### config.mk
export PLATFORM = sky130hd
export DESIGN_NAME = lzmc_fifo
export DESIGN_NICKNAME = d
export VERILOG_FILES = /design/src/sv/lzmc_pkg.sv /design/src/sv/lzmc_fifo.sv
export SDC_FILE = /design/constraint.sdc
export NUM_CORES = 1
export LEC_CHECK = 0
export ABC_CLOCK_PERIOD_IN_PS = 2800
export BUFFER_PORTS_ARGS = -buffer_cell sky130_fd_sc_hd__buf_2
export CAP_MARGIN = 40
export CORE_UTILIZATION = 45
export DETAILED_ROUTE_END_ITERATION = 12
export PLACE_DENSITY_LB_ADDON = 0.3
export SYNTH_ARGS = -nofsm -noshare
export SYNTH_HDL_FRONTEND = slang
export SYNTH_SLANG_ARGS = --single-unit
### constraint.sdc
create_clock -name clk -period 2.8 [get_ports clk]
set_input_delay 0.42 -clock clk [delete_from_list [all_inputs] [get_ports clk]]
set_output_delay 0.42 -clock clk [all_outputs]
set_load 0.02 [all_outputs]
### src/sv/lzmc_pkg.sv
`timescale 1ns / 1ps

package lzmc_pkg;

    localparam int BYTE_W = 8;
    localparam int OFF_W  = 16;
    localparam int LEN_W  = 7;
    localparam int PROD_W = 17;
    localparam int REQ_W  = 2;

    localparam logic [PROD_W-1:0] PROD_MAX = {PROD_W{1'b1}};

    localparam logic [REQ_W-1:0] REQ_BLOCK   = 2'd0;
    localparam logic [REQ_W-1:0] REQ_LITERAL = 2'd1;
    localparam logic [REQ_W-1:0] REQ_MATCH   = 2'd2;

    localparam int QDEPTH = 4;
    localparam int QAW    = $clog2(QDEPTH);

    typedef enum logic [1:0] {
        CMD_LIT  = 2'd0,
        CMD_COPY = 2'd1,
        CMD_ERR  = 2'd2
    } cmd_kind_t;

    typedef struct packed {
        cmd_kind_t           kind;
        logic [BYTE_W-1:0]   lit;
        logic [OFF_W-1:0]    offset;
        logic [LEN_W-1:0]    len;
    } cmd_t;

    typedef struct packed {
        logic valid;
        cmd_t cmd;
    } cmd_push_t;

endpackage

### src/sv/lzmc_fifo.sv
`timescale 1ns / 1ps

module lzmc_fifo
    import lzmc_pkg::*;
(
    input  logic      clk,
    input  logic      rst_n,
    input  cmd_push_t push,
    output logic      full,
    input  logic      pop,
    output logic      empty,
    output cmd_t      head
);

    cmd_t           mem_reg [QDEPTH];
    logic [QAW-1:0] wr_ptr_reg;
    logic [QAW-1:0] rd_ptr_reg;
    logic [QAW:0]   count_reg;
    logic           do_push;
    logic           do_pop;

    assign full    = (count_reg == (QAW+1)'(QDEPTH));
    assign empty   = (count_reg == '0);
    assign do_push = push.valid && !full;
    assign do_pop  = pop && !empty;
    assign head    = mem_reg[rd_ptr_reg];

    always_ff @(posedge clk)
    begin
        if (do_push)
        begin
            mem_reg[wr_ptr_reg] <= push.cmd;
        end
    end

    always_ff @(posedge clk or negedge rst_n)
    begin
        if (!rst_n)
        begin
            wr_ptr_reg <= '0;
            rd_ptr_reg <= '0;
            count_reg  <= '0;
        end
        else
        begin
            if (do_push)
            begin
                wr_ptr_reg <= wr_ptr_reg + QAW'(1);
            end
            if (do_pop)
            begin
                rd_ptr_reg <= rd_ptr_reg + QAW'(1);
            end
            if (do_push && !do_pop)
            begin
                count_reg <= count_reg + (QAW+1)'(1);
            end
            else if (do_pop && !do_push)
            begin
                count_reg <= count_reg - (QAW+1)'(1);
            end
        end
    end

endmodule

Word level (Yosys, flattened, before mapping) --
Memories as Yosys holds them, arrays and structs flattened. Index checks and enable logic that the tools add are counted.
Storage, ports and cells: bits in registers 7, bits in writable memories 132, memories 1, latch bits 0, ROM bits 0, bits of input ports 37, output and inout port bits 35, word-level logic and storage cells 23
Memories:
- mem_reg | words 4, bits a word 33, rd ports 1, clocked after Yosys merged registers in 0, write ports 1, RTL line lzmc_fifo.sv:15 | cmd_t mem_reg [QDEPTH];
Operators by class: reduce and logical (&&, ||, !) cells 10, eq/ne operators 1, multiply operators 0, add/sub/neg operators 4, shift operators 0, bitwise gates (word level) 0, muxes and demuxes 4, div/mod/pow operators 0, magnitude comparators 0
Operators with widths (count):
- $mux 3 | 2
- $add 2x1->2 const B | 2
- $logic_and 1x1->1 | 4
- $logic_not 1->1 | 4
- $add 3x1->3 const B | 1
- $eq 3x3->1 const B | 1
- $logic_not 3->1 | 1
- $sub 3x1->3 const B | 1
- $mux 1 | 2
- $reduce_bool 2->1 | 1

Logic depth before layout (Yosys ltp) --
Gate-level depths: netlist of the first run.
depth after elaboration 7, mapped depth 9, mapped depth without buffers 8

Least setup slack after synthesis of the first run --
OpenSTA, ideal clock, no wires.
path kind register to register, from reg count_reg[0], to reg count_reg[1], period minus slack after synthesis 2095 ps, data arrival time 1970 ps, cell stages (with the launch flop) 8, slack 705 ps, buffers on the path 1, data required time 2675 ps, setup time 125 ps, path through dfrtp_1 nor3b_2 nor2b_1 buf_6 ha_1 inv_1 fa_1 mux2_2
Between the ends: cells in the longest elaborated chain, start to end 6, elaborated cells between the ends (all ways) 15, classes of those cells add/sub: 2; eq/ne: 1; mux: 2; reduce/logical: 10
Ends and longest elaborated chain:
- start: declaration | RTL line lzmc_fifo.sv:18 | logic [QAW:0] count_reg;
- start signal: assignment | RTL line lzmc_fifo.sv:56 | count_reg <= count_reg + (QAW+1)'(1);
- start signal: assignment | RTL line lzmc_fifo.sv:60 | count_reg <= count_reg - (QAW+1)'(1);
- $eq 3x3->1 * | RTL line lzmc_fifo.sv:22 | assign full = (count_reg == (QAW+1)'(QDEPTH));
- net full | RTL line lzmc_fifo.sv:9 | output logic full,
- $logic_not 1->1 * | RTL line lzmc_fifo.sv:24 | assign do_push = push.valid && !full;
- $logic_and 1x1->1 * | RTL line lzmc_fifo.sv:24
- net do_push | RTL line lzmc_fifo.sv:19 | logic do_push;
- $logic_not 1->1 | RTL line lzmc_fifo.sv:58 | else if (do_pop && !do_push)
- $logic_and 1x1->1 | RTL line lzmc_fifo.sv:58
- $reduce_bool 2->1 (no source line)
The timed path passes the listed nets; every way through them passes the cells marked *. The select of a mux whose other input is x is not followed. A chain may end at the register's enable or synchronous reset.

==> results of run 1 <==
==> worst max path at each step <==
| stage | end |
|---|---|
| final | head[26] |
| after global placement | count_reg[2] |
| after global routing | head[26] |
| after detailed placement | count_reg[2] |
| after CTS | head[17] |
| after floorplan | count_reg[1] |
==> stage by stage <==
stage | std cells | power, W
floorplan | 209 | 0.004547
CTS | 455 | 0.007347
global route | 455 | 0.007598
finish | 455 | 0.007236
detailed placement | 422 | 0.005195
global placement | 421 | 0.005136
==> where the power goes <==
| group | internal, W | switching (W) | total (W) |
|---|---|---|---|
| combinational | 0.000956 | 0.00122 | 0.00218 |
| clock | 0.00137 | 0.000763 | 0.00214 |
| sequential | 0.00276 | 0.000160 | 0.00292 |
==> logic make-up (layout without fill, tap and decap cells) <==
logic type	Yosys count	in the layout
multiplexers	35	35
AND/OR/NAND/NOR	10	10
adder cells (fa/ha/maj)	6	6
buffers and inverters	13	116
flip-flops	139	139
XOR/XNOR	6	6
==> per-layer routing <==
layer  routed length [um]  part of all wire (%)  global-route usage, %
met2                 4181                    49                  24.20
met3                  367                   4.3                  4.268
met5                    0                     0                      0
met1                 3886                    45                  20.02
met4                  124                   1.4                  8.000
==> what timing repair did <==
action,CTS,global route
buffers inserted,0,0
endpoints found under the hold margin,7,0
hold buffers,1,0
==> final cells by class <==
type	count	area, um^2	share of cell area, %
sequential	139	4141	64.83
multi-input combinational	57	991.0	15.51
timing repair buffer	80	488.0	7.638
clock buffer	24	481.7	7.540
tap	143	178.9	2.801
clock inverter	8	92.59	1.449
inverter	4	15.01	0.2350
==> Yosys cell counts, drive strengths merged <==
master / number
or3: 1
nand3: 1
and2: 4
fa: 1
xnor2: 4
nor2b: 1
edfxtp: 132
buf: 9
nand2: 1
nor3b: 1
nor2: 1
inv: 4
dfrtp: 7
xor2: 2
mux2: 2
ha: 5
mux4: 33
==> worst max-delay path: cells and delay by family, from the launching register on <==
kind     cells  cell delay, ps
mux          1             630
flops        1             350
buf+inv      2             540
==> run metrics, run 1 <==
simple-gate share of the synthesized area=1.193%; area leader, netlist=edfxtp_1; clk buf depth=2; GRT Total Usage=15.52%; gpl congestion=0.6154; fmax=0.4259 GHz; first-pass GRT wire length=12.75 mm; largest family of logic cells by synthesized area=multiplexers; Final min period=2348 ps; Synthesis Warnings=0; RR Startpoint=count_reg[0]; WL final=8.559 mm; worst setup path class=flip-flop to primary output; post-CTS resize count=0; final-report setup violation count=0; Hold Startpoint=push[11]; post-synthesis adder-cell area fraction=1.575%; setup TNS=0 ps; WHS Path Cells=1; Netlist cell types=21; status=finished, final reports clean; CP Max Fanout=20; H-tree Lvls=4; CP arrival=1930 ps; HP Class=input pin to flip-flop; Post-Synthesis Cell Area=5243 um^2; DP Worst Slack=690.6 ps; Hold EP=mem_reg[2][11]; Compound-Gate Fraction of Synth Area=0%; synthesized flop and latch total=139; Post-Syn Nets=252; RSZ-0062 raised after global routing=false; die area=12090 um^2; post-synthesis mux area share=15.04%; final core occ=56.19%; drt first pass iters=4; Initial Util=46.11%; HPWL Detailed=5.233 mm; IO Count=72; die width=109.9 um; grt total ovfl=0; Critical Path, Cell by Cell=buf_4, mux4_1, buf_2; Gate Count Post-Synth=209; largest net degree at the start of global routing=25; hold_ws=224.7 ps; average wire per standard cell=18.81 um; Period Utilization, post-route=83.85%; CTS tree=yes; final hold vios=0; CTS Buf Count=17; Worst setup SP type=flip-flop; vias per cell=5.147; Std-Cell Rows=39; Layout area overhead=21.86%; worst setup margin=452.2 ps; Max-Cap Viols=0; sequential fraction of the synthesis area=78.95%; Slew @ Worst Pin=393.0 ps; Clock Sinks=139; antenna-violating nets left=0; Max Clock Skew=5.878 ps; n_diodes=0; main area contributors after synthesis=edfxtp_1 (76%), mux4_2 (12%), dfrtp_1 (3.3%); max FFs per register=132; commonest non-fill, non-tap cell in the layout=edfxtp_1; Synth top area share=75.61%; Final Max Tran Viols=0; via count=2342; fill count=863; Design Area, Final=6389 um^2; initial antenna violation count=0; Core Area=11370 um^2; CP max stage delay=630 ps; Synth Area per Inst=25.08 um^2; Leak=2.274 nW; RR Endpoint=count_reg[2]; Residual DRC=0; Max IR drop VDD=0.0005602 V; pwr/cell area=1133 nW/um^2; reg2reg path depth=8; Chip Height=109.9 um; Worst EP required=2380 ps; Crit. End Element=primary output; CP Launch Point=rd_ptr_reg[0]; Crit-path slowest cell=mux4_1; XOR/XNOR share of the synthesized area=1.002%; placed cell areas=5804 um^2; clock-pin slew of the registers on the worst-case setup and hold paths=50 ps; worst skew pair latency=410 ps; IO buf count=71; nets=342; Worst slew margin=73.80%; vias in the first global route=2383; commonest cells after routing, fill and taps aside=edfxtp_1 (132), buf_2 (71), mux4_2 (28), clkbuf_16 (17); DRT iter0 DRCs=89; share of layout cells above drive strength 1=46.15%; R2R setup slack=700 ps; clock root buffer=clkbuf_16
Power figures use the tool's default switching activity.
==> inputs of run 2 (changes only) <==
--- a/config.mk
+++ b/config.mk
@@ -5,7 +5,7 @@
 export SDC_FILE = /design/constraint.sdc
 export NUM_CORES = 1
 export LEC_CHECK = 0
-export ABC_CLOCK_PERIOD_IN_PS = 2800
+export ABC_CLOCK_PERIOD_IN_PS = 2250
 export BUFFER_PORTS_ARGS = -buffer_cell sky130_fd_sc_hd__buf_2
 export CAP_MARGIN = 40
 export CORE_UTILIZATION = 45
==> constraint.sdc (replaced) <==
create_clock -name clk -period 2.25 [get_ports clk]
set_input_delay 0.3375 -clock clk [delete_from_list [all_inputs] [get_ports clk]]
set_output_delay 0.3375 -clock clk [all_outputs]
set_load 0.02 [all_outputs]
==> run 2 against run 1 <==
Design area rose by 2.1%. Sequential power is 26% higher. Clock skew is 3.4 ps higher. Register-to-register slack got worse by 570 ps. Combinational power increased by 30%. Sequential cell count unchanged. Die area unchanged. Highest routed layer unchanged.
==> run metrics, run 2 (synthesis results as in run 1) <==
Max IR drop VDD=0.0005980 V; max FFs per register=132; RSZ-0062 raised after global routing=false; Clock Sinks=139; pwr/cell area=1448 nW/um^2; die area=12090 um^2; HPWL Detailed=5.398 mm; Std-Cell Rows=39; WL final=8.672 mm; worst setup path class=flip-flop to primary output; CP arrival=1800 ps; Critical Path, Cell by Cell=buf_4, mux4_2, buf_2; Crit-path slowest cell=mux4_2; GRT Total Usage=15.92%; die width=109.9 um; Residual DRC=0; crit path buf inv count=2; CP Max Fanout=6; first-pass GRT wire length=13.14 mm; IO buf count=71; worst skew pair latency=400 ps; Placed Instances=425; Pwr Total=0.009445 W; Worst EP required=1910 ps; grt total ovfl=0; vias per cell=5.126; n_diodes=0; Max Clock Skew=9.308 ps; CTS Buf Count=17; H-tree Lvls=4; vias in the first global route=2536; Final Max Tran Viols=0; CP max stage delay=530 ps; clock root buffer=clkbuf_16; Slew @ Worst Pin=412.0 ps; fill count=841; status=finished, final reports clean; largest net degree at the start of global routing=29; Layout area overhead=24.42%; Worst slew margin=72.54%; antenna-violating nets left=0; Final min period=2134 ps; drt first pass iters=6; CTS tree=yes; Initial Util=46.11%; clk buf depth=2; average wire per standard cell=18.85 um; Crit. End Element=primary output; commonest non-fill, non-tap cell in the layout=edfxtp_1; Leak=2.335 nW; Sw Share=28.95%; Worst setup SP type=flip-flop; final-report setup violation count=0; nets=347; Int Pwr=0.006711 W; placed cell areas=5852 um^2; Max-Cap Viols=0; commonest cells after routing, fill and taps aside=edfxtp_1 (132), buf_2 (71), mux4_2 (28), clkbuf_16 (17), buf_12 (8); Clock power frac=31.1%; HP Class=input pin to flip-flop; via count=2358; final hold vios=0; Post-Layout Cell Count=460; DRT iter0 DRCs=112; setup TNS=0 ps; Core Area=11370 um^2; Chip Height=109.9 um; Reg power frac=38.8%; clock-pin slew of the registers on the worst-case setup and hold paths=60 ps; Comb power frac=30.1%; gpl congestion=0.6643; CP top delay family=multiplexers; Period Utilization, post-route=94.86%; share of layout cells above drive strength 1=47.00%; initial antenna violation count=0; IO Count=72; switching power=0.002734 W; Design Area, Final=6523 um^2; fmax=0.4685 GHz
==> run 2: changes by cell type in the layout (fill, tap and decap cells not counted), moves of 2 or more <==
cell,delta
buf_12,+3
bufinv_16,+3
clkbuf_8,-3
buf_4,+2
clkbuf_1,-2
clkinv_1,+2
clkinv_2,-2
==> run 2: final timing paths <==
path	start	to	slack, ps	depth (start not counted)
worst max-delay path	rd_ptr_reg[0]	head[11]	120	3
worst min-delay path	push[10]	mem_reg[3][10]	150	1
worst max register to register	count_reg[0]	count_reg[2]	130	8
worst min register to register	count_reg[2]	count_reg[2]	480	1
max in group asynchronous	rst_n	rd_ptr_reg[0]	1780	2
min in group asynchronous	rst_n	count_reg[1]	290	2
==> run 2: per-layer routing <==
layer  up-vias  share of wire, %  GRT usage (%)
li1       1063                 -              -
met1      1219                42          18.39
met2        69                52          26.92
met3         7               5.2          5.098
met4         0              0.85          7.429
met5         -                 0              0
==> run 2: timing repair <==
| item | CTS | global route |
|---|---|---|
| endpoints found under the setup margin | 25 | 0 |
| setup buffers | 2 | 0 |
| hold endpoints to repair | 7 | 0 |
| gates resized for setup | 1 | 0 |
| hold buffers | 1 | 0 |
==> run 2: final cells by class <==
type / instances / area (um^2) / area share [%]
clock buffers: 19 / 432.9 / 6.637
clock inverters: 13 / 197.7 / 3.031
inverters: 4 / 15.01 / 0.2302
multi-input cells: 57 / 991.0 / 15.19
flip-flops and latches: 139 / 4144 / 63.53
well taps: 143 / 178.9 / 2.743
repair buffers: 85 / 563.0 / 8.632
==> run 2: power groups by stage <==
stage / logic, W / registers (W) / clock network [W]
4_1_cts: 0.00290 / 0.00368 / 0.00301
3_3_place_gp: 0.00280 / 0.00372 / 0
2_1_floorplan: 0.00206 / 0.00360 / 0
5_1_grt: 0.00306 / 0.00373 / 0.00310
3_5_place_dp: 0.00281 / 0.00375 / 0
6_report: 0.00284 / 0.00367 / 0.00293
==> run 2: metrics by stage <==
stage	utilization, %	setup WS [ps]	hold WS (ps)
finish	57.37	115.7	146.3
global route	57.37	35.69	130.0
CTS	57.37	72.88	121.7
detailed placement	51.47	132.1	184.6
global placement	51.47	226.2	176.2
floorplan	-	155.2	41.91
