--- config.mk ---
export PLATFORM = sky130hd
export DESIGN_NAME = lzmc_front
export DESIGN_NICKNAME = d
export VERILOG_FILES = /design/src/sv/lzmc_pkg.sv /design/src/sv/lzmc_front.sv
export SDC_FILE = /design/constraint.sdc
export NUM_CORES = 1
export LEC_CHECK = 0
export BUFFER_PORTS_ARGS = -buffer_cell sky130_fd_sc_hd__buf_2
export CORE_MARGIN = 3
export CORE_UTILIZATION = 50
export DETAILED_ROUTE_END_ITERATION = 10
export HOLD_SLACK_MARGIN = 0.12
export PLACE_DENSITY = 0.8
export SYNTH_ARGS = -nofsm -noshare
export SYNTH_HDL_FRONTEND = slang
export SYNTH_SLANG_ARGS = --single-unit
--- constraint.sdc ---
create_clock -name clk -period 4.9 [get_ports clk]
set_input_delay 0.245 -clock clk [delete_from_list [all_inputs] [get_ports clk]]
set_output_delay 0.245 -clock clk [all_outputs]
set_load 0.005 [all_outputs]
--- src/sv/lzmc_pkg.sv ---
`timescale 1ns / 1ps

package lzmc_pkg;

    localparam int BYTE_W = 8;
    localparam int OFF_W  = 16;
    localparam int LEN_W  = 7;
    localparam int PROD_W = 17;
    localparam int REQ_W  = 2;

    localparam logic [PROD_W-1:0] PROD_MAX = {PROD_W{1'b1}};

    localparam logic [REQ_W-1:0] REQ_BLOCK   = 2'd0;
    localparam logic [REQ_W-1:0] REQ_LITERAL = 2'd1;
    localparam logic [REQ_W-1:0] REQ_MATCH   = 2'd2;

    localparam int QDEPTH = 4;
    localparam int QAW    = $clog2(QDEPTH);

    typedef enum logic [1:0] {
        CMD_LIT  = 2'd0,
        CMD_COPY = 2'd1,
        CMD_ERR  = 2'd2
    } cmd_kind_t;

    typedef struct packed {
        cmd_kind_t           kind;
        logic [BYTE_W-1:0]   lit;
        logic [OFF_W-1:0]    offset;
        logic [LEN_W-1:0]    len;
    } cmd_t;

    typedef struct packed {
        logic valid;
        cmd_t cmd;
    } cmd_push_t;

endpackage

--- src/sv/lzmc_front.sv ---
`timescale 1ns / 1ps

module lzmc_front
    import lzmc_pkg::*;
#(
    parameter int WINDOW    = 65536,
    parameter int MAX_CHUNK = 64
) (
    input  logic                clk,
    input  logic                rst_n,
    input  logic                in_valid,
    output logic                in_ready,
    input  logic [REQ_W-1:0]    req_type,
    input  logic [BYTE_W-1:0]   literal_byte,
    input  logic [OFF_W-1:0]    match_offset,
    input  logic [LEN_W-1:0]    chunk_len,
    input  logic                q_full,
    output cmd_push_t           push
);

    localparam logic [LEN_W-1:0]  CHUNK_MAX = LEN_W'(MAX_CHUNK);
    localparam logic [PROD_W-1:0] WIN_LIM   = PROD_W'(WINDOW);

    logic [PROD_W-1:0] produced_reg;
    logic [PROD_W-1:0] produced_next;
    logic              accept;
    logic [LEN_W-1:0]  len_sat;
    logic              bad_offset;
    logic [PROD_W:0]   prod_sum;
    logic [PROD_W-1:0] prod_inc;

    assign in_ready = !q_full;
    assign accept   = in_valid && in_ready;
    assign len_sat  = (chunk_len > CHUNK_MAX) ? CHUNK_MAX : chunk_len;

    assign bad_offset = (match_offset == '0)
                     || ({1'b0, match_offset} > produced_reg)
                     || ({1'b0, match_offset} > WIN_LIM);

    assign prod_sum = {1'b0, produced_reg} + {1'b0, prod_inc};

    always_comb
    begin
        push            = '0;
        push.cmd.lit    = literal_byte;
        push.cmd.offset = match_offset;
        push.cmd.len    = len_sat;
        push.cmd.kind   = CMD_LIT;
        prod_inc        = '0;
        produced_next   = produced_reg;
        if (accept)
        begin
            case (req_type)
                REQ_BLOCK:
                begin
                    produced_next = '0;
                end
                REQ_LITERAL:
                begin
                    push.valid = 1'b1;
                    prod_inc   = PROD_W'(1);
                end
                REQ_MATCH:
                begin
                    if (chunk_len != '0)
                    begin
                        push.valid = 1'b1;
                        if (bad_offset)
                        begin
                            push.cmd.kind = CMD_ERR;
                        end
                        else
                        begin
                            push.cmd.kind = CMD_COPY;
                            prod_inc      = PROD_W'(len_sat);
                        end
                    end
                end
                default:
                begin
                    push.valid = 1'b0;
                end
            endcase
            if (req_type != REQ_BLOCK)
            begin
                produced_next = (prod_sum > {1'b0, PROD_MAX}) ? PROD_MAX
                                                              : prod_sum[PROD_W-1:0];
            end
        end
    end

    always_ff @(posedge clk or negedge rst_n)
    begin
        if (!rst_n)
        begin
            produced_reg <= '0;
        end
        else
        begin
            produced_reg <= produced_next;
        end
    end

endmodule

== After elaboration in Yosys (flattened, before gate mapping) ==
Cells that the tools add are included.

* Flip-flop bits (word level): 17
* Input bits: 37
* Output and inout bits: 35
* Word-level logic and storage cells: 31

* Add/subtract/negate cells: 1
* Magnitude comparators: 4
* Eq/ne operators: 2
* Mux-type cells: 13
* Reduce and logical (&&, ||, !) cells: 10

{| class="wikitable"
|+ Operators by type and width
! kind !! count
|-
| 17-bit two-way mux || 3
|-
| 7-bit two-way mux || 4
|-
| 17-bit by 17-bit adder with 18-bit output || 1
|-
| 18-bit by 17-bit > comparator with 1-bit output (second input constant) || 1
|-
| 16-bit by 17-bit > comparator with 1-bit output || 1
|-
| 16-bit by 17-bit > comparator with 1-bit output (second input constant) || 1
|-
| 16-bit logical NOT || 1
|-
| 7-bit case mux with 2 select lines || 1
|-
| 7-bit > comparator (second input constant) || 1
|-
| 7-bit nonzero test || 1
|-
| 3-bit two-way mux || 2
|-
| 2-bit two-way mux || 2
|-
| 2-bit nonzero test || 2
|-
| 2-bit by 1-bit == test with 1-bit output (second input constant) || 1
|-
| 2-bit == test (second input constant) || 1
|-
| 2-bit logical NOT || 1
|-
| 1-bit logical OR || 2
|-
| 1-bit case mux with 2 select lines || 1
|-
| 2-bit AND reduction || 1
|-
| 1-bit logical AND || 1
|-
| 1-bit logical NOT || 1
|}

== Logic depth before layout (Yosys ltp) ==
Gate-level depths: netlist of run 1.

* Depth in word-level cells: 11
* Depth in mapped cells: 16
* Gate-level depth less buffers: 16

== Worst setup path before layout of run 1 ==
Ideal clock, no wire load.

* Path kind: register to register
* Start point: register produced_reg[14]
* End point: register produced_reg[10]
* Library setup time: 94 ps
* Arrival: 3472 ps
* Data required time: 4806 ps
* Path slack: 1334 ps
* Cell stages (with the launch flop): 16
* Buffers on the path: 0
* Path through: dfrtp_1 inv_1 ha_1 a21oi_1 a2bb2oi_1 nand4_1 o31ai_1 nor2b_1 and3_1 ha_1 a21o_1 a21oi_1 o21ba_2 or4_4 and3_1 a211oi_1

* Longest elaborated chain between the ends: 11

{| class="wikitable"
|+ RTL lines
! item !! RTL line !! RTL
|-
| from (decl) || lzmc_front.sv:24 || <nowiki>logic [PROD_W-1:0] produced_reg;</nowiki>
|-
| from (signal assigned) || lzmc_front.sv:100 || <nowiki>produced_reg <= produced_next;</nowiki>
|-
| 16-bit by 17-bit > comparator with 1-bit output || lzmc_front.sv:37 || <nowiki>|| ({1'b0, match_offset} > produced_reg)</nowiki>
|-
| 1-bit logical OR || lzmc_front.sv:37 ||
|-
| 1-bit logical OR || lzmc_front.sv:38 || <nowiki>|| ({1'b0, match_offset} > WIN_LIM);</nowiki>
|-
| 7-bit two-way mux || lzmc_front.sv:68 || <nowiki>if (bad_offset)</nowiki>
|-
| 7-bit two-way mux || lzmc_front.sv:65 || <nowiki>if (chunk_len != '0)</nowiki>
|-
| 7-bit case mux with 2 select lines || lzmc_front.sv:53 || <nowiki>case (req_type)</nowiki>
|-
| 7-bit two-way mux || lzmc_front.sv:51 || <nowiki>if (accept)</nowiki>
|-
| 17-bit by 17-bit adder with 18-bit output (*) || lzmc_front.sv:40 || <nowiki>assign prod_sum = {1'b0, produced_reg} + {1'b0, prod_inc};</nowiki>
|-
| 18-bit by 17-bit > comparator with 1-bit output || lzmc_front.sv:86 || <nowiki>produced_next = (prod_sum > {1'b0, PROD_MAX}) ? PROD_MAX</nowiki>
|-
| 17-bit two-way mux (*) || lzmc_front.sv:86 ||
|-
| 17-bit two-way mux (*) || lzmc_front.sv:84 || <nowiki>if (req_type != REQ_BLOCK)</nowiki>
|}

Every way passes the cells marked *; elsewhere a longest branch is shown, timed or not.
A chain may end at the register's enable or synchronous reset.

== Worst setup path in the final report of run 1 ==
* Start point: register produced_reg[14]
* End point: register produced_reg[8]

The elaborated chain is that of the path after synthesis.

==> summary.txt, run 1 <==
STA
  • Clk_skew: roughly 0.0047 ns
  • Final hold vios: 0
  • Worst slew pin tran: 0.893 ns
  • Fin crit share: 84.3%
  • Endpoints failing setup: 0
  • RSZ-0062 raised after global routing: false
  • Final Critical Period: ~4.1 ns
  • Max Clk Rate: 242 MHz
  • TNS Setup: 0 ns
  • Final slew viol count: 0
  • Slew headroom: 40.0%

Clock tree
  • Num CTS Buffers: 3
  • Clk Latency, worst-skew pair: approximately 0.26 ns
  • CTS resizes: 0
  • CTS Sinks: 17
  • Clock tree root buffer cell: clkbuf_8
  • Clock slew at reported path FFs: 0.07 ns
  • CTS tree: done
  • Clock buffer depth: 2
  • Htree depth: 1

GRT
  • Grt ovf: 0
  • Antenna violations before repair: 0
  • Pin count of the biggest net entering global routing: 22
  • First-pass GRT wire length: 7380 um
  • Number of global-route vias before repair: 1648
  • Gr usage total: 21.0%

Final layout
  • Nets: 330
  • Ant diodes: 0
  • Area growth syn-to-layout: 10.8%
  • Post-route insts no fill: ~310
  • Share of cells above drive strength 1: 24.5%
  • Number of flip-flops in the largest register: 17

Status
  • Status: complete, no violations

Power and ir drop
  • Leak Pwr: approximately 1.0 nW
  • PD cells: 180 nW/um^2
  • Pwr Total: 378 uW
  • Worst ir drop on vdd: between 0.00015 and 0.0002 V

Logic synthesis
  • Largest cells by area after synthesis: dfrtp_1, ha_1, buf_4, a21oi_1, inv_1
  • Synth cell types: 42
  • Gate Count Post-Synth: 231
  • Largest area contributor in the netlist: dfrtp_1
  • Count leader, synth: ha_1
  • YS warnings: 0
  • EDFF count, synth: 0
  • Avg Inst Size Synth: 8.22 um^2
  • Share of the synthesized area in the top cell type: 22.4%
  • Top post-synthesis cells by count: ha_1, buf_4, inv_1, a21oi_1, dfrtp_1
  • Seq/Total Area, Yosys: 22.4%
  • Seq cells post-synth: 17
  • Mapped Area: 1900 um^2
  • Syn_nets: 295
  • Async S/R FF share, synth: 100%
  • Main flop type after synthesis: dfrtp_1

Floorplanning
  • Initial Util: between 50% and 60%
  • Die width: ~68 um
  • Die Footprint: 4570 um^2
  • Die Height: 67.6 um
  • Row count: 21
  • Core area: roughly 3500 um^2
  • IO Pins: slightly above 70

Placed design
  • Placed insts: 306
  • IO Port Bufs: 55
  • HPWL after detailed placement: about 3800 um
  • Gp weighted congestion: ~0.90

Worst setup path
  • Critical-path top delay cell: nor4_2
  • Worst Path Arrival: around 4.3 ns
  • Req. time, crit path: 5.08 ns
  • Worst r2r path cells: 15
  • Worst path max stage delay: roughly 0.78 ns
  • Critical Path End Type: register
  • Critical path class: reg2reg
  • Worst path cell trace: inv_1 -> ha_1 -> a21oi_1 -> a2bb2oi_1 -> nand4_1 -> o31ai_1 -> nor2b_1 -> and3_1 -> ha_1 -> a21o_1 -> a21oi_1 -> o21ba_2 -> nor4_2 -> o21ai_1 -> a22oi_1
  • R2R Path End: produced_reg[8]
  • Reg2Reg Setup Slack: 0.77 ns
  • CP max FO: 10
  • Startpoint types: register
  • Reg2reg start: produced_reg[14]

Worst hold path
  • HP Class: in2reg
  • Hold endpoint: produced_reg[7]
  • HP Start: in_valid
  • Hold Path Depth: 3

Detailed routing
  • Final ANT Viol Nets: 0
  • # DRC: 0
  • Initial drt markers: 118
  • DR vias/cell: 5.68
  • Routed WL: 4650 um
  • Drt pass-1 iters: 4
  • WL/cell: 15.0 um
  • Vias post-DR: 1766

Flow run
  • Max-cap viol count: 0
-- metrics by stage --
stage	cell area [um^2]	hold slack [ns]	utilization [%]	worst slack, ns
6_report	2100	0.419	60.2	0.768
3_5_place_dp	2050	0.193	58.6	0.801
2_1_floorplan	1900	-0.0506	-	1.33
3_3_place_gp	2050	0.187	58.6	1.00
5_1_grt	2100	0.467	60.2	0.392
4_1_cts	2100	0.421	60.2	0.771
-- what timing repair did --
action	4_1_cts	5_1_grt
hold buffers	1	0
hold endpoints to repair	17	0
buffers inserted	0	0
-- cell type report --
cell class,instances,area [um^2]
fillers,325,1390
clock inverters,1,5.00
multi-input cells,165,1200
clock buffers,3,41.3
flip-flops and latches,17,425
well taps,46,57.6
inverters,22,82.6
repair buffers,57,293
-- worst max-delay path by stage --
stage | cells after the start | endpoint | slack, ns | startpoint
global route | 15 | produced_reg[2] | 0.39 | produced_reg[14]
detailed placement | 15 | produced_reg[8] | 0.80 | produced_reg[14]
CTS | 15 | produced_reg[8] | 0.77 | produced_reg[14]
floorplan | 15 | produced_reg[10] | 1.33 | produced_reg[14]
global placement | 15 | produced_reg[8] | 1.00 | produced_reg[14]
finish | 15 | produced_reg[8] | 0.77 | produced_reg[14]
-- critical path: cells and delay by family, from the launching register on --
kind	cells	cell delay, ns
buffers and inverters	1	0.09
AO/OA/AOI/OAI	8	1.57
flip-flops	1	0.42
adder cells (fa/ha/maj)	2	0.47
AND/OR/NAND/NOR	4	1.50
-- cell usage in the layout (no fill, tap or decap), types with 2 or more instances in the layout --
cell	netlist	layout
xnor2_1	2	2
a21oi_1	18	18
nor2b_1	11	11
dfrtp_1	17	17
a2bb2oi_1	2	2
o31ai_1	2	2
o211ai_1	9	9
and4_1	2	2
ha_1	26	26
a311oi_1	2	2
a21o_1	4	4
nor2_1	8	8
a211oi_1	3	3
nor4_1	8	8
nand3_1	7	7
and3_1	7	7
clkbuf_8	0	3
nor3_1	7	7
nand2_1	13	13
o21ai_0	8	8
buf_2	0	55
xor2_1	3	3
a41oi_1	2	2
inv_1	22	22
nand4_1	4	4
-- layer usage --
layer / global-route usage [%] / up-vias / wire length, um
met1: 26.4 / 821 / 2000
met2: 36.7 / 42 / 2360
li1: - / 893 / -
met3: 4.49 / 10 / 236
met5: 0 / - / 0
met4: 4.56 / 0 / 53
-- logic make-up (layout without fill, tap and decap cells) --
group           count (synthesis)  in the layout  share of synthesized area (%)
buf+inv                        49             83                           14.4
xor+xnor                        5              5                           2.31
simple gates                   74             74                           22.1
flops                          17             17                           22.4
compound gates                 59             59                           20.6
fa+ha+maj                      27             27                           18.2
-- power breakdown --
group / total [mW] / switching (mW) / internal (mW)
logic: 0.110 / 0.0601 / 0.0501
clock network: 0.110 / 0.0535 / 0.0567
registers: 0.158 / 0.00881 / 0.149
Note: power is estimated with default switching activity, not from simulation.
==> run 2, diff against run 1 <==
--- a/config.mk
+++ b/config.mk
@@ -5,9 +5,10 @@
 export SDC_FILE = /design/constraint.sdc
 export NUM_CORES = 1
 export LEC_CHECK = 0
+export ABC_AREA = 1
 export BUFFER_PORTS_ARGS = -buffer_cell sky130_fd_sc_hd__buf_2
 export CORE_MARGIN = 3
-export CORE_UTILIZATION = 50
+export CORE_UTILIZATION = 51
 export DETAILED_ROUTE_END_ITERATION = 10
 export HOLD_SLACK_MARGIN = 0.12
 export PLACE_DENSITY = 0.8
==> constraint.sdc (replaced) <==
create_clock -name clk -period 4.3 [get_ports clk]
set_input_delay 0.215 -clock clk [delete_from_list [all_inputs] [get_ports clk]]
set_output_delay 0.215 -clock clk [all_outputs]
set_load 0.005 [all_outputs]
==> run 2 against run 1 <==
- register-to-register slack improved by 0.24 ns
- combinational power rose by 12%
- routed wire length rose by 6.8%
- die area rose by 9.0%
- highest routed layer unchanged
- clock-buffer cell count rose by 1
- largest power group unchanged
- flip-flop and latch count did not move
==> summary.txt, run 2 <==
Status
  • Status: complete, no violations

Placed design
  • Setup WS pre-CTS: 1.06 ns (+0.261 ns)
  • Placed cell area: 2250 um^2 (+9.7%)
  • HPWL after detailed placement: 4100 um (+8.0%)
  • Placed insts: 392 (+28%)
  • IO Port Bufs: 55 (unchanged)
  • Gp weighted congestion: 0.998 (+11%)

Power and ir drop
  • Power share of the sequential group: 41.2% (-0.5 points)
  • Leak Pwr: 1.33 nW (+27%)
  • Worst ir drop on vdd: 0.000169 V (-7.9%)
  • Clock power frac: 29.6% (+0.5 points)
  • Pwr Total: 423 uW (+12%)
  • Net Sw Power: 138 uW (+13%)
  • PD cells: 184 nW/um^2 (+2.1%)
  • Gate power share: 29.2% (about the same)
  • Switching fraction of total power: 32.7% (+0.34 points)
  • Internal power: 284 uW (+11%)

Clock tree
  • Clock slew at reported path FFs: 0.07 ns (about the same)
  • CTS Sinks: 17 (unchanged)
  • Num CTS Buffers: 3 (unchanged)
  • Post-CTS Setup Repair Bufs: 0 (unchanged)
  • Clock tree root buffer cell: clkbuf_8
  • CTS tree: done
  • CTS resizes: 0 (unchanged)
  • Htree depth: 1 (unchanged)
  • Clk Latency, worst-skew pair: 0.26 ns (about the same)
  • Clock buffer depth: 2 (unchanged)

Logic synthesis
  • Adder-Cell Fraction of Synth Area: 16.2% (-2.0 points)
  • Top post-synthesis cells by count: nand2_1, inv_1, ha_1, buf_4, nor2_1
  • Post-synthesis simple-gate area fraction: 29.7% (+7.6 points)
  • Count leader, synth: nand2_1
  • Post-Synth XOR/XNOR Area: 3.29% (+0.98 points)
  • Avg Inst Size Synth: 6.70 um^2 (-19%)
  • Gate Count Post-Synth: 318 (+38%)
  • Compound-Gate Fraction of Synth Area: 11.2% (-9.3 points)
  • YS warnings: 0 (unchanged)
  • Seq/Total Area, Yosys: 20.0% (-2.4 points)
  • Syn_nets: 382 (+29%)
  • Largest family of logic cells by synthesized area: simple AND/OR/NAND/NOR gates
  • Seq cells post-synth: 17 (unchanged)
  • Mapped Area: 2130 um^2 (+12%)
  • Share of the synthesized area in the top cell type: 20.0% (-2.4 points)
  • Largest area contributor in the netlist: dfrtp_1
  • Async S/R FF share, synth: 100% (unchanged)
  • Synth cell types: 35 (-17%)
  • Main flop type after synthesis: dfrtp_1
  • EDFF count, synth: 0 (unchanged)
  • Mux contribution to synthesized area: 0% (unchanged)
  • Largest cells by area after synthesis: dfrtp_1, ha_1, nand2_1, inv_1, buf_4

Final layout
  • Ant diodes: 0 (unchanged)
  • Share of cells above drive strength 1: 22.6% (-1.9 points)
  • Commonest non-fill, non-tap cell in the layout: nand2_1
  • Design Area, Final: 2300 um^2 (+9.4%)
  • Fill count: 390 (+20%)
  • Most frequent cells in the layout: nand2_1, buf_2, inv_1, ha_1, nor2_1
  • Fin util: 59.7% (-0.48 points)
  • Number of flip-flops in the largest register: 17 (unchanged)
  • Nets: 414 (+25%)
  • Area growth syn-to-layout: 8.11%
  • Post-route insts no fill: 397 (+28%)

Detailed routing
  • WL/cell: 12.5 um (-16%)
  • Drt pass-1 iters: 4 (unchanged)
  • Initial drt markers: 114 (-3.4%)
  • DR vias/cell: 5.04 (-11%)
  • Routed WL: 4970 um (+6.8%)
  • Vias post-DR: 2000 (+13%)
  • Final ANT Viol Nets: 0 (unchanged)
  • # DRC: 0 (unchanged)

Floorplanning
  • Die Footprint: 4990 um^2 (+9.0%)
  • Die Height: 70.6 um (+4.4%)
  • Row count: 22 (+4.8%)
  • Core area: 3850 um^2 (+10%)
  • IO Pins: 72 (unchanged)
  • Initial Util: 55.3% (+0.91 points)
  • Die width: 70.6 um (+4.4%)

Worst setup path
  • Reg2Reg Setup Slack: 1.01 ns (+0.24 ns)
  • Critical-path top delay cell: dfrtp_1
  • Req. time, crit path: 4.42 ns (-0.66 ns)
  • CP max FO: 13 (+3)
  • Worst path cell trace: inv_1 -> ha_1 -> nand2_1 -> nor2_1 -> and3_1 -> nand3_1 -> nand2_1 -> nand4_2 -> nor2_1 -> ha_1 -> a21o_1 -> a21boi_2 -> nand2_2 -> nand3_2 -> nand2_1 -> o21ai_0 -> o21ai_0
  • Worst path max stage delay: 0.40 ns (-0.38 ns)
  • Worst Path Arrival: 3.41 ns (-0.90 ns)
  • Startpoint types: register
  • Critical path class: reg2reg
  • Critical Path End Type: register
  • Most frequent CP cell: nand2_1

STA
  • Endpoints failing setup: 0 (unchanged)
  • Worst slew pin tran: 1.10 ns (+0.212 ns)
  • Fin crit share: 76.5% (-7.8 points)
  • Clk_skew: 0.00400 ns (-0.000697 ns)
  • Final hold vios: 0 (unchanged)
  • RSZ-0062 raised after global routing: false
  • TNS Setup: 0 ns (unchanged)
  • Hold Slack: 0.337 ns (-0.0817 ns)
  • Final Critical Period: 3.29 ns (-0.843 ns)
  • Setup ws final: 1.01 ns (+0.243 ns)
  • Max Clk Rate: 304 MHz (+26%)
  • Final slew viol count: 0 (unchanged)
  • Slew headroom: 26.1% (-14 points)

Flow run
  • Max-cap viol count: 0 (unchanged)

GRT
  • Number of global-route vias before repair: 1922 (+17%)
  • First-pass GRT wire length: 8600 um (+17%)
  • Gr usage total: 20.7% (-0.35 points)
  • Pin count of the biggest net entering global routing: 18 (-18%)
  • Antenna violations before repair: 0 (unchanged)
  • Grt ovf: 0 (unchanged)

Worst hold path
  • HP Class: in2reg
## run 2: layout make-up
class                           instances  area (um^2)  share of cell area, %
Sequential cell                        17          425                   18.5
Tap cell                               48         60.1                   2.61
Timing Repair Buffer                   56          285                   12.4
Inverter                               53          199                   8.64
Clock buffer                            4         45.0                   1.96
Multi-Input combinational cell        219         1290                   55.9
## run 2: timing repair
item                                   4_1_cts  5_1_grt
setup endpoints to repair                    0        0
hold buffers                                 1        0
endpoints found under the hold margin       17        0
## run 2: worst paths after layout
path | from | cells after the start | to
worst max-delay path | produced_reg[8] | 17 | produced_reg[9]
worst min-delay path | in_valid | 4 | produced_reg[13]
worst max register to register | produced_reg[8] | 17 | produced_reg[9]
worst min register to register | produced_reg[0] | 1 | produced_reg[0]
max in group asynchronous | rst_n | 2 | produced_reg[9]
min in group asynchronous | rst_n | 2 | produced_reg[1]
## run 2: cell families (layout without fill, tap and decap cells)
kind of cell | Yosys count | after routing
xor gates and xnor gates | 8 | 8
adders and majority gates | 27 | 27
DFF | 17 | 17
buffers and inverters | 82 | 113
AOI/OAI and AO/OA | 40 | 40
and+or+nand+nor | 144 | 144
## run 2: routing by layer
metal	up-vias	track usage, %	wire [um]
met3	8	3.13	329
li1	1046	-	-
met1	883	29.1	2270
met4	0	4.38	65
met2	63	33.8	2300
met5	-	0	0
## run 2: worst max-delay path, delay by kind of cell (launching register included)
family          cells  cell delay, ns
simple gates       10            1.47
fa+ha+maj           2            0.60
compound gates      4            0.60
flops               1            0.40
buf+inv             1            0.10
## run 2: power by group through the flow
| stage | combinational (mW) | sequential, mW | clock (mW) |
|---|---|---|---|
| after floorplan | 0.0912 | 0.175 | 0 |
| after global placement | 0.121 | 0.177 | 0 |
| after detailed placement | 0.123 | 0.177 | 0 |
| after CTS | 0.124 | 0.174 | 0.128 |
| after global routing | 0.144 | 0.175 | 0.137 |
| final | 0.123 | 0.174 | 0.125 |
